**src/rtl/core/casp_pkg.sv**
```systemverilog
// Shared types, microcode fields and register indexes of the cascaded angle/speed PID.
package casp_pkg;

  localparam int STEP_W = 5;

  // Configuration register indexes
  localparam logic [2:0] REG_ANGLE_KP   = 3'd0;
  localparam logic [2:0] REG_ANGLE_KI   = 3'd1;
  localparam logic [2:0] REG_ANGLE_KD   = 3'd2;
  localparam logic [2:0] REG_SPEED_KP   = 3'd3;
  localparam logic [2:0] REG_SPEED_KI   = 3'd4;
  localparam logic [2:0] REG_SPEED_KD   = 3'd5;
  localparam logic [2:0] REG_SPEED_ILIM = 3'd6;
  localparam logic [2:0] REG_SPEED_OLIM = 3'd7;

  typedef enum logic [3:0] {
    ALU_NOP,
    ALU_AERR,
    ALU_SUB_FT,
    ALU_ADD_FT,
    ALU_ASUM,
    ALU_ADIFF,
    ALU_CLIP,
    ALU_RND,
    ALU_SERR,
    ALU_SSUM,
    ALU_SDIFF,
    ALU_ICLIP
  } alu_op_t;

  typedef enum logic [2:0] {
    G_NONE,
    G_AKP,
    G_AKI,
    G_AKD,
    G_SKP,
    G_SKI,
    G_SKD
  } gsel_t;

  typedef enum logic [1:0] {
    B_ERR,
    B_ASUM,
    B_SSUM,
    B_DIFF
  } bsel_t;

  typedef enum logic [1:0] {
    ACC_NONE,
    ACC_LOAD,
    ACC_ADD
  } acc_op_t;

  typedef enum logic [1:0] {
    C_NEXT,
    C_ALWAYS,
    C_WRAP_LO,
    C_NOT_WRAP_HI
  } cond_t;

  typedef struct packed {
    alu_op_t           alu;
    gsel_t             gsel;
    bsel_t             bsel;
    acc_op_t           acc;
    cond_t             cond;
    logic              fin;
    logic [STEP_W-1:0] target;
  } ucw_t;

  typedef struct packed {
    logic wrap_lo;
    logic wrap_hi;
  } casp_flags_t;

  typedef struct packed {
    logic busy;
    logic done;
  } seq_stat_t;

  typedef struct packed {
    logic [15:0] angle_kp;
    logic [15:0] angle_ki;
    logic [15:0] angle_kd;
    logic [15:0] speed_kp;
    logic [15:0] speed_ki;
    logic [15:0] speed_kd;
    logic [14:0] speed_ilim;
    logic [14:0] speed_olim;
  } cfg_t;

endpackage

```
**src/rtl/core/casp_useq.sv**
```systemverilog
// Microcode sequencer: step counter, control store and conditional jumps.
module casp_useq
  import casp_pkg::*;
(
  input  logic        clk,
  input  logic        rst_n,
  input  logic        start,
  input  logic        hold,
  input  casp_flags_t flags,
  output ucw_t        ucw,
  output seq_stat_t   stat
);

  localparam logic [STEP_W-1:0] S_ADD_FT = STEP_W'(4);
  localparam logic [STEP_W-1:0] S_ASUM   = STEP_W'(5);
  localparam logic [STEP_W-1:0] S_ZERO   = '0;

  function automatic ucw_t uw(alu_op_t a, gsel_t g, bsel_t b, acc_op_t c,
                              cond_t cd, logic f, logic [STEP_W-1:0] t);
    ucw_t w;
    w.alu    = a;
    w.gsel   = g;
    w.bsel   = b;
    w.acc    = c;
    w.cond   = cd;
    w.fin    = f;
    w.target = t;
    return w;
  endfunction

  function automatic ucw_t urom(logic [STEP_W-1:0] s);
    ucw_t w;
    case (s)
      // angle loop
      5'd0:  w = uw(ALU_AERR,   G_NONE, B_ERR,  ACC_NONE, C_NEXT,        1'b0, S_ZERO);
      5'd1:  w = uw(ALU_NOP,    G_NONE, B_ERR,  ACC_NONE, C_WRAP_LO,     1'b0, S_ADD_FT);
      5'd2:  w = uw(ALU_NOP,    G_NONE, B_ERR,  ACC_NONE, C_NOT_WRAP_HI, 1'b0, S_ASUM);
      5'd3:  w = uw(ALU_SUB_FT, G_NONE, B_ERR,  ACC_NONE, C_ALWAYS,      1'b0, S_ASUM);
      5'd4:  w = uw(ALU_ADD_FT, G_NONE, B_ERR,  ACC_NONE, C_NEXT,        1'b0, S_ZERO);
      5'd5:  w = uw(ALU_ASUM,   G_NONE, B_ERR,  ACC_NONE, C_NEXT,        1'b0, S_ZERO);
      5'd6:  w = uw(ALU_ADIFF,  G_AKP,  B_ERR,  ACC_NONE, C_NEXT,        1'b0, S_ZERO);
      5'd7:  w = uw(ALU_NOP,    G_AKI,  B_ASUM, ACC_LOAD, C_NEXT,        1'b0, S_ZERO);
      5'd8:  w = uw(ALU_NOP,    G_AKD,  B_DIFF, ACC_ADD,  C_NEXT,        1'b0, S_ZERO);
      5'd9:  w = uw(ALU_NOP,    G_NONE, B_ERR,  ACC_ADD,  C_NEXT,        1'b0, S_ZERO);
      5'd10: w = uw(ALU_CLIP,   G_NONE, B_ERR,  ACC_NONE, C_NEXT,        1'b0, S_ZERO);
      5'd11: w = uw(ALU_RND,    G_NONE, B_ERR,  ACC_NONE, C_NEXT,        1'b0, S_ZERO);
      // speed loop
      5'd12: w = uw(ALU_SERR,   G_NONE, B_ERR,  ACC_NONE, C_NEXT,        1'b0, S_ZERO);
      5'd13: w = uw(ALU_SSUM,   G_NONE, B_ERR,  ACC_NONE, C_NEXT,        1'b0, S_ZERO);
      5'd14: w = uw(ALU_SDIFF,  G_SKP,  B_ERR,  ACC_NONE, C_NEXT,        1'b0, S_ZERO);
      5'd15: w = uw(ALU_NOP,    G_SKI,  B_SSUM, ACC_LOAD, C_NEXT,        1'b0, S_ZERO);
      5'd16: w = uw(ALU_ICLIP,  G_NONE, B_ERR,  ACC_NONE, C_NEXT,        1'b0, S_ZERO);
      5'd17: w = uw(ALU_NOP,    G_SKD,  B_DIFF, ACC_ADD,  C_NEXT,        1'b0, S_ZERO);
      5'd18: w = uw(ALU_NOP,    G_NONE, B_ERR,  ACC_ADD,  C_NEXT,        1'b0, S_ZERO);
      5'd19: w = uw(ALU_CLIP,   G_NONE, B_ERR,  ACC_NONE, C_NEXT,        1'b0, S_ZERO);
      5'd20: w = uw(ALU_RND,    G_NONE, B_ERR,  ACC_NONE, C_NEXT,        1'b0, S_ZERO);
      5'd21: w = uw(ALU_NOP,    G_NONE, B_ERR,  ACC_NONE, C_NEXT,        1'b1, S_ZERO);
      default: w = uw(ALU_NOP,  G_NONE, B_ERR,  ACC_NONE, C_NEXT,        1'b1, S_ZERO);
    endcase
    return w;
  endfunction

  logic              busy_r;
  logic [STEP_W-1:0] step_r;
  logic              jump;

  always_comb begin
    if (busy_r) begin
      ucw = urom(step_r);
    end else begin
      ucw = uw(ALU_NOP, G_NONE, B_ERR, ACC_NONE, C_NEXT, 1'b0, S_ZERO);
    end
    case (ucw.cond)
      C_ALWAYS:      jump = 1'b1;
      C_WRAP_LO:     jump = flags.wrap_lo;
      C_NOT_WRAP_HI: jump = !flags.wrap_hi;
      default:       jump = 1'b0;
    endcase
    stat.busy = busy_r;
    stat.done = busy_r && ucw.fin && !hold;
  end

  always_ff @(posedge clk) begin
    if (!rst_n) begin
      busy_r <= 1'b0;
      step_r <= '0;
    end else if (!busy_r) begin
      if (start) begin
        busy_r <= 1'b1;
        step_r <= '0;
      end
    end else if (ucw.fin) begin
      if (!hold) begin
        busy_r <= 1'b0;
        step_r <= '0;
      end
    end else if (jump) begin
      step_r <= ucw.target;
    end else begin
      step_r <= step_r + STEP_W'(1);
    end
  end

endmodule

```
**src/rtl/core/casp_dpath.sv**
```systemverilog
// Datapath: shared multiplier, accumulator, clamps, rounding and loop state.
module casp_dpath
  import casp_pkg::*;
#(
  parameter int FULL_TURN            = 8192,
  parameter int ANGLE_INTEGRAL_LIMIT = 65535
) (
  input  logic               clk,
  input  logic               rst_n,
  input  ucw_t               ucw,
  input  cfg_t               cfg,
  input  logic signed [15:0] tgt,
  input  logic signed [15:0] meas,
  input  logic signed [15:0] spd,
  output casp_flags_t        flags,
  output logic signed [15:0] res
);

  localparam logic signed [17:0] FT18  = 18'(FULL_TURN);
  localparam logic signed [19:0] FT20  = 20'(FULL_TURN);
  localparam logic signed [32:0] AIL33 = 33'(ANGLE_INTEGRAL_LIMIT);

  // loop state
  logic signed [17:0] a_last_r, a_last_nxt;
  logic signed [31:0] a_sum_r,  a_sum_nxt;
  logic signed [17:0] s_last_r, s_last_nxt;
  logic signed [31:0] s_sum_r,  s_sum_nxt;
  // working registers
  logic signed [17:0] err_r,  err_nxt;
  logic signed [18:0] diff_r, diff_nxt;
  logic signed [48:0] prod_r, prod_nxt;
  logic signed [49:0] acc_r,  acc_nxt;
  logic signed [15:0] res_r,  res_nxt;

  logic        [15:0] gain;
  logic signed [31:0] mb;
  logic signed [48:0] mul;
  logic signed [19:0] err2;
  logic signed [32:0] asum33, ssum33;
  logic        [14:0] ilim;
  logic signed [48:0] ilim49;
  logic signed [49:0] olim50, rnd50;

  always_comb begin
    case (ucw.gsel)
      G_AKP:   gain = cfg.angle_kp;
      G_AKI:   gain = cfg.angle_ki;
      G_AKD:   gain = cfg.angle_kd;
      G_SKP:   gain = cfg.speed_kp;
      G_SKI:   gain = cfg.speed_ki;
      G_SKD:   gain = cfg.speed_kd;
      default: gain = '0;
    endcase
    case (ucw.bsel)
      B_ASUM:  mb = a_sum_r;
      B_SSUM:  mb = s_sum_r;
      B_DIFF:  mb = {{13{diff_r[18]}}, diff_r};
      default: mb = {{14{err_r[17]}}, err_r};
    endcase
    mul = $signed({1'b0, gain}) * mb;

    err2          = {err_r[17], err_r, 1'b0};
    flags.wrap_lo = err2 < -FT20;
    flags.wrap_hi = err2 > FT20;

    asum33 = {a_sum_r[31], a_sum_r} + {{15{err_r[17]}}, err_r};
    ssum33 = {s_sum_r[31], s_sum_r} + {{15{err_r[17]}}, err_r};
    ilim   = (cfg.speed_ilim > cfg.speed_olim) ? cfg.speed_olim : cfg.speed_ilim;
    ilim49 = $signed({26'd0, ilim, 8'd0});
    olim50 = $signed({27'd0, cfg.speed_olim, 8'd0});
    rnd50  = acc_r + 50'sd128;

    a_last_nxt = a_last_r;
    a_sum_nxt  = a_sum_r;
    s_last_nxt = s_last_r;
    s_sum_nxt  = s_sum_r;
    err_nxt    = err_r;
    diff_nxt   = diff_r;
    prod_nxt   = (ucw.gsel != G_NONE) ? mul : prod_r;
    res_nxt    = res_r;

    case (ucw.acc)
      ACC_LOAD: acc_nxt = {prod_r[48], prod_r};
      ACC_ADD:  acc_nxt = acc_r + {prod_r[48], prod_r};
      default:  acc_nxt = acc_r;
    endcase

    case (ucw.alu)
      ALU_AERR:   err_nxt = {{2{tgt[15]}}, tgt} - {{2{meas[15]}}, meas};
      ALU_SUB_FT: err_nxt = err_r - FT18;
      ALU_ADD_FT: err_nxt = err_r + FT18;
      ALU_ASUM: begin
        if (asum33 > AIL33) begin
          a_sum_nxt = AIL33[31:0];
        end else if (asum33 < -AIL33) begin
          a_sum_nxt = 32'(-AIL33);
        end else begin
          a_sum_nxt = asum33[31:0];
        end
      end
      ALU_ADIFF: begin
        diff_nxt   = {err_r[17], err_r} - {a_last_r[17], a_last_r};
        a_last_nxt = err_r;
      end
      ALU_CLIP: begin
        if (acc_r > olim50) begin
          acc_nxt = olim50;
        end else if (acc_r < -olim50) begin
          acc_nxt = -olim50;
        end
      end
      ALU_RND:  res_nxt = rnd50[23:8];
      ALU_SERR: err_nxt = {{2{res_r[15]}}, res_r} - {{2{spd[15]}}, spd};
      ALU_SSUM: begin
        if (ssum33[32] != ssum33[31]) begin
          s_sum_nxt = ssum33[32] ? 32'h8000_0000 : 32'h7fff_ffff;
        end else begin
          s_sum_nxt = ssum33[31:0];
        end
      end
      ALU_SDIFF: begin
        diff_nxt   = {err_r[17], err_r} - {s_last_r[17], s_last_r};
        s_last_nxt = err_r;
      end
      ALU_ICLIP: begin
        if (prod_r > ilim49) begin
          prod_nxt = ilim49;
        end else if (prod_r < -ilim49) begin
          prod_nxt = -ilim49;
        end
      end
      default: ;
    endcase
  end

  always_ff @(posedge clk) begin
    if (!rst_n) begin
      a_last_r <= '0;
      a_sum_r  <= '0;
      s_last_r <= '0;
      s_sum_r  <= '0;
    end else begin
      a_last_r <= a_last_nxt;
      a_sum_r  <= a_sum_nxt;
      s_last_r <= s_last_nxt;
      s_sum_r  <= s_sum_nxt;
    end
  end

  always_ff @(posedge clk) begin
    err_r  <= err_nxt;
    diff_r <= diff_nxt;
    prod_r <= prod_nxt;
    acc_r  <= acc_nxt;
    res_r  <= res_nxt;
  end

  assign res = res_r;

endmodule

```
**src/rtl/core/cascade_angle_speed_pid_top.sv**
```systemverilog
// Top level of the cascaded angle/speed PID controller.
//
//  channel  direction  handshake          payload
//  in_      in         in_valid/in_stall  desired_angle, measured_angle, measured_speed
//  out_     out        out_valid/out_stall drive
//  cfg_     in         cfg_valid/cfg_ready cfg_index (3b), cfg_data (16b)
//
// A tick runs as a microprogram of 20 or 21 steps (21 when the angle error is
// wrapped down by one turn) on one shared 17x32 multiplier; the block takes
// one item at a time, and the next item is taken the cycle after the last step.
// A result waiting in the output register does not block a new transaction;
// the sequencer holds on its last step only while the previous one is stalled.
// rst_n is synchronous: gains, limits and loop state clear to zero.
module cascade_angle_speed_pid_top
  import casp_pkg::*;
#(
  parameter int FULL_TURN            = 8192,
  parameter int ANGLE_INTEGRAL_LIMIT = 65535
) (
  input  logic               clk,
  input  logic               rst_n,
  // input transactions
  input  logic               in_valid,
  output logic               in_stall,
  input  logic signed [15:0] in_desired_angle,
  input  logic signed [15:0] in_measured_angle,
  input  logic signed [15:0] in_measured_speed,
  // result transactions
  output logic               out_valid,
  input  logic               out_stall,
  output logic signed [15:0] out_drive,
  // register writes
  input  logic               cfg_valid,
  output logic               cfg_ready,
  input  logic [2:0]         cfg_index,
  input  logic [15:0]        cfg_data
);

  cfg_t               cfg_r;
  logic signed [15:0] tgt_r, meas_r, spd_r;
  logic               out_valid_r;
  logic signed [15:0] out_drive_r;

  ucw_t               ucw;
  seq_stat_t          stat;
  casp_flags_t        flags;
  logic signed [15:0] res;
  logic               in_take;
  logic               out_hold;

  assign in_stall  = stat.busy;
  assign in_take   = in_valid && !stat.busy;
  assign out_hold  = out_valid_r && out_stall;
  assign cfg_ready = 1'b1;
  assign out_valid = out_valid_r;
  assign out_drive = out_drive_r;

  // register file; the user must have writes arrive only while idle; the block does not enforce it
  always_ff @(posedge clk) begin
    if (!rst_n) begin
      cfg_r <= '0;
    end else if (cfg_valid) begin
      case (cfg_index)
        REG_ANGLE_KP:   cfg_r.angle_kp   <= cfg_data;
        REG_ANGLE_KI:   cfg_r.angle_ki   <= cfg_data;
        REG_ANGLE_KD:   cfg_r.angle_kd   <= cfg_data;
        REG_SPEED_KP:   cfg_r.speed_kp   <= cfg_data;
        REG_SPEED_KI:   cfg_r.speed_ki   <= cfg_data;
        REG_SPEED_KD:   cfg_r.speed_kd   <= cfg_data;
        REG_SPEED_ILIM: cfg_r.speed_ilim <= cfg_data[14:0];
        REG_SPEED_OLIM: cfg_r.speed_olim <= cfg_data[14:0];
        default: ;
      endcase
    end
  end

  // input payload capture
  always_ff @(posedge clk) begin
    if (in_take) begin
      tgt_r  <= in_desired_angle;
      meas_r <= in_measured_angle;
      spd_r  <= in_measured_speed;
    end
  end

  // output register: loaded on the final step, freed when taken
  always_ff @(posedge clk) begin
    if (!rst_n) begin
      out_valid_r <= 1'b0;
    end else if (stat.done) begin
      out_valid_r <= 1'b1;
    end else if (!out_stall) begin
      out_valid_r <= 1'b0;
    end
  end

  always_ff @(posedge clk) begin
    if (stat.done) begin
      out_drive_r <= res;
    end
  end

  casp_useq u_seq (
    .clk   (clk),
    .rst_n (rst_n),
    .start (in_take),
    .hold  (out_hold),
    .flags (flags),
    .ucw   (ucw),
    .stat  (stat)
  );

  casp_dpath #(
    .FULL_TURN            (FULL_TURN),
    .ANGLE_INTEGRAL_LIMIT (ANGLE_INTEGRAL_LIMIT)
  ) u_dp (
    .clk   (clk),
    .rst_n (rst_n),
    .ucw   (ucw),
    .cfg   (cfg_r),
    .tgt   (tgt_r),
    .meas  (meas_r),
    .spd   (spd_r),
    .flags (flags),
    .res   (res)
  );

endmodule

```
**config.mk**
```make
export PLATFORM = sky130hd
export DESIGN_NAME = cascade_angle_speed_pid_top
export DESIGN_NICKNAME = d
export VERILOG_FILES = /design/src/rtl/core/casp_pkg.sv /design/src/rtl/core/casp_useq.sv /design/src/rtl/core/casp_dpath.sv /design/src/rtl/core/cascade_angle_speed_pid_top.sv
export SDC_FILE = /design/constraint.sdc
export NUM_CORES = 2
export LEC_CHECK = 0
export BUFFER_PORTS_ARGS = -buffer_cell sky130_fd_sc_hd__buf_2
export CAP_MARGIN = 0
export CORE_MARGIN = 1
export CORE_UTILIZATION = 55
export DETAILED_ROUTE_END_ITERATION = 7
export PLACE_DENSITY = 0.69
export SYNTH_ARGS = -nofsm -noshare
export SYNTH_HDL_FRONTEND = slang
export SYNTH_SLANG_ARGS = --single-unit
```
**constraint.sdc**
```tcl
create_clock -name clk -period 9.75 [get_ports clk]
set_input_delay 0.975 -clock clk [delete_from_list [all_inputs] [get_ports clk]]
set_output_delay 0.975 -clock clk [all_outputs]
set_load 0.1 [all_outputs]
```
==> results.sh <==
export IMPL_layout_common_cells="nand2_1, inv_1, fa_1, nor2_1, ha_1"
export IMPL_yosysSeqAreaShare=0.209
export IMPL_ys_warn_count=0
export IMPL_cp_required_ns=10.26
export IMPL_tritoncts="built"
export IMPL_nNetsFinal=6911
export IMPL_path_clk_slew_ns=0.06
export IMPL_status="finished, final reports clean"
export IMPL_dp_cells=7042
export IMPL_numCtsBuffers=52
export IMPL_crit_end="u_dp.prod_r[48]"
export IMPL_r2r_cells=25
export IMPL_die_w_um=303
export IMPL_synth_fp_nets=6918
export IMPL_io_buffers=89
export IMPL_crit_cells=25
export IMPL_antenna_found_initial=4
export IMPL_post_cts_buffers=0
export IMPL_final_hold_viol_count=0
export IMPL_start_util=0.555
export IMPL_synth_top_cell_area_share=0.199
export IMPL_critPathKind="reg2reg"
export IMPL_layout_commonest_cell="nand2_1"
export IMPL_cp_common_cell="fa_1"
export IMPL_cts_root_buffer="clkbuf_16"
export IMPL_drc=0
export IMPL_cp_end_kind="flop"
export IMPL_p_leak_nw=24.2
export IMPL_async_flop_share=0
export IMPL_core_area_um2=89900
export IMPL_wl_mm=153
export IMPL_critPathLaunchType="flop"
export IMPL_synth_area_leader_cell="fa_1"
export IMPL_final_antenna_net_count=0
export IMPL_synth_seq_cells=463
export IMPL_netlist_area_um2=49800
export IMPL_power_total_mw=5.14
export IMPL_grt_pass1_wl_mm=242
export IMPL_drtPass1Iterations=6
export IMPL_routabilityCongestion=0.975
export IMPL_worstMarginPinSlew_ns=1.27
export IMPL_hold_buffers=0
export IMPL_critical_path_top_delay_family="adder cells"
export IMPL_cts_sinks=463
export IMPL_slew_viol_final=0
export IMPL_slowest_stage="fa_1"
export IMPL_crit_path_max_incr_delay_ns=1.02
export IMPL_wire_per_inst_um=21.4
export IMPL_critPathBufInv=4
export IMPL_hold_slack_ns=0.464
export IMPL_drive_gt1_frac=0.0667
export IMPL_synth_cells=5927
export IMPL_synth_ff_type="dfxtp_1"
export IMPL_grtUsageTotal=0.339
export IMPL_rr_endpoint="u_dp.prod_r[48]"
export IMPL_post_route_period_util=0.929
export IMPL_io_pins=91
export IMPL_timing_setup_tns_ns=0
export IMPL_cap_violations=0
export IMPL_grt_max_degree=105
export IMPL_rows=110
export IMPL_grt_ovfl_total=0
export IMPL_syn_area_per_cell_um2=8.41
export IMPL_relSlewSlack=0.151
export IMPL_fin_crit_ns=9.06
export IMPL_p_per_area_nw_per_um2=95.8
export IMPL_dr_total_vias=43463
export IMPL_final_cells=7142
export IMPL_grt_pass1_vias=42601
export IMPL_synth_area_leaders="fa_1, dfxtp_1, ha_1"
export IMPL_cp_data_arrival_time_ns=9.56
export IMPL_critPathMaxFanout=18
export IMPL_dp_hpwl_mm=119
export IMPL_htree_num_levels=2
export IMPL_clockBufferDepth=3
export IMPL_fmax_ghz=0.110
export IMPL_hold_class="reg2reg"
export IMPL_syn2layout_area_growth_pct=7.60
export IMPL_synth_edff_count=117
export IMPL_num_fill_cells=8090
export IMPL_vias_per_cell=6.09
export IMPL_rrSetupSlack_ns=0.69
export IMPL_drtIter0Drc=4012
export IMPL_insertion_delay_ns=0.66
export IMPL_grt_setup_unrepaired="no"
export IMPL_worst_clock_skew_ns=0.0519
export IMPL_die_area_um2=91800
export IMPL_die_h_um=303
export IMPL_ir_drop_v=0.000151
export IMPL_setup_violations=0
export IMPL_ys_types=94
[state kept, by name (all words and copies together) (netlist names), 16 cells and up, named ones only]
register       flops
cfg_r            126
u_dp.acc_r        50
u_dp.prod_r       49
u_dp.a_sum_r      32
u_dp.s_sum_r      32
u_dp.diff_r       19
u_dp.a_last_r     18
u_dp.err_r        18
u_dp.s_last_r     18
meas_r            16
out_drive         16
spd_r             16
tgt_r             16
u_dp.res          16
[worst register-to-register path, cell delays in order (launching register included)]
cell,delay (ns)
dfxtp_1,0.78
nor4b_2,0.11
buf_4,0.24
a22oi_1,0.24
nand2_1,0.13
a221oi_4,0.74
buf_4,0.38
nor2_1,0.13
fa_1,0.56
fa_1,1.02
fa_1,0.54
fa_1,0.47
fa_1,0.54
inv_1,0.05
fa_1,0.54
inv_1,0.09
ha_1,0.38
a21o_1,0.19
a21o_1,0.17
a21oi_1,0.18
nand3_1,0.14
a41oi_1,0.32
o21ai_0,0.21
a2111oi_0,0.42
nor3_1,0.10
o311ai_0,0.26
[power breakdown]
part | switching [mW] | internal [mW] | total [mW]
combinational | 0.643 | 0.380 | 1.02
sequential | 0.0448 | 2.01 | 2.05
clock | 0.902 | 1.16 | 2.06
total | 1.59 | 3.55 | 5.14
[worst min path at each step]
| stage | from | to | slack [ns] | cells past startpoint |
|---|---|---|---|---|
| floorplan | u_dp.res[0] | out_drive[0] | 0.43 | 0 |
| global placement | u_dp.s_last_r[17] | u_dp.s_last_r[17] | 0.45 | 2 |
| detailed placement | u_dp.s_last_r[10] | u_dp.s_last_r[10] | 0.46 | 2 |
| CTS | u_dp.s_last_r[10] | u_dp.s_last_r[10] | 0.47 | 2 |
| global route | u_dp.s_last_r[6] | u_dp.s_last_r[6] | 0.48 | 2 |
| finish | cfg_r[41] | cfg_r[41] | 0.46 | 2 |
[cell families after synthesis]
kind of cell,synth area share
AOI/OAI and AO/OA,0.187
muxes,0.0154
other,0.0000752
xor gates and xnor gates,0.0369
and+or+nand+nor,0.164
DFF,0.209
buffers and inverters,0.0765
adders and majority gates,0.310
[layer usage]
layer | wire [um] | track usage
met5 | 13 | 0
met4 | 6670 | 0.135
met1 | 65700 | 0.471
met2 | 68100 | 0.531
met3 | 12700 | 0.0498
[synthesized netlist by cell type (65+ instances only)]
master / number
a21oi_1: 284
nor3_1: 96
dfxtp_1: 346
inv_1: 732
ha_1: 423
a21o_1: 110
a21boi_0: 176
xnor2_1: 131
clkbuf_1: 244
nor2_1: 482
xor2_1: 79
nand3_1: 108
fa_1: 496
nand2b_1: 65
o21ai_0: 253
edfxtp_1: 117
nand2_1: 797
[stage by stage]
stage	util	area, um2	setup WS [ns]
2_1_floorplan	-	49800	0.642
3_3_place_gp	0.577	51800	0.731
3_5_place_dp	0.577	51800	0.628
4_1_cts	0.597	53600	0.584
5_1_grt	0.597	53600	0.0776
6_report	0.597	53600	0.693
[cell type report]
class	count	area, um2	area share
multi-input cells	4457	35800	0.667
flip-flops and latches	463	10400	0.195
inverters	733	2750	0.0513
clock buffers	72	1520	0.0283
well taps	1176	1470	0.0274
repair buffers	213	1380	0.0257
clock inverters	25	273	0.00509
diodes	3	7.51	0.000140
[timing repair]
item | CTS | global route
endpoints found under the hold margin | 0 | 0
resized for setup | 0 | 2
setup endpoints to repair | 0 | 1
No activity file was read; power rests on OpenSTA's default activity.
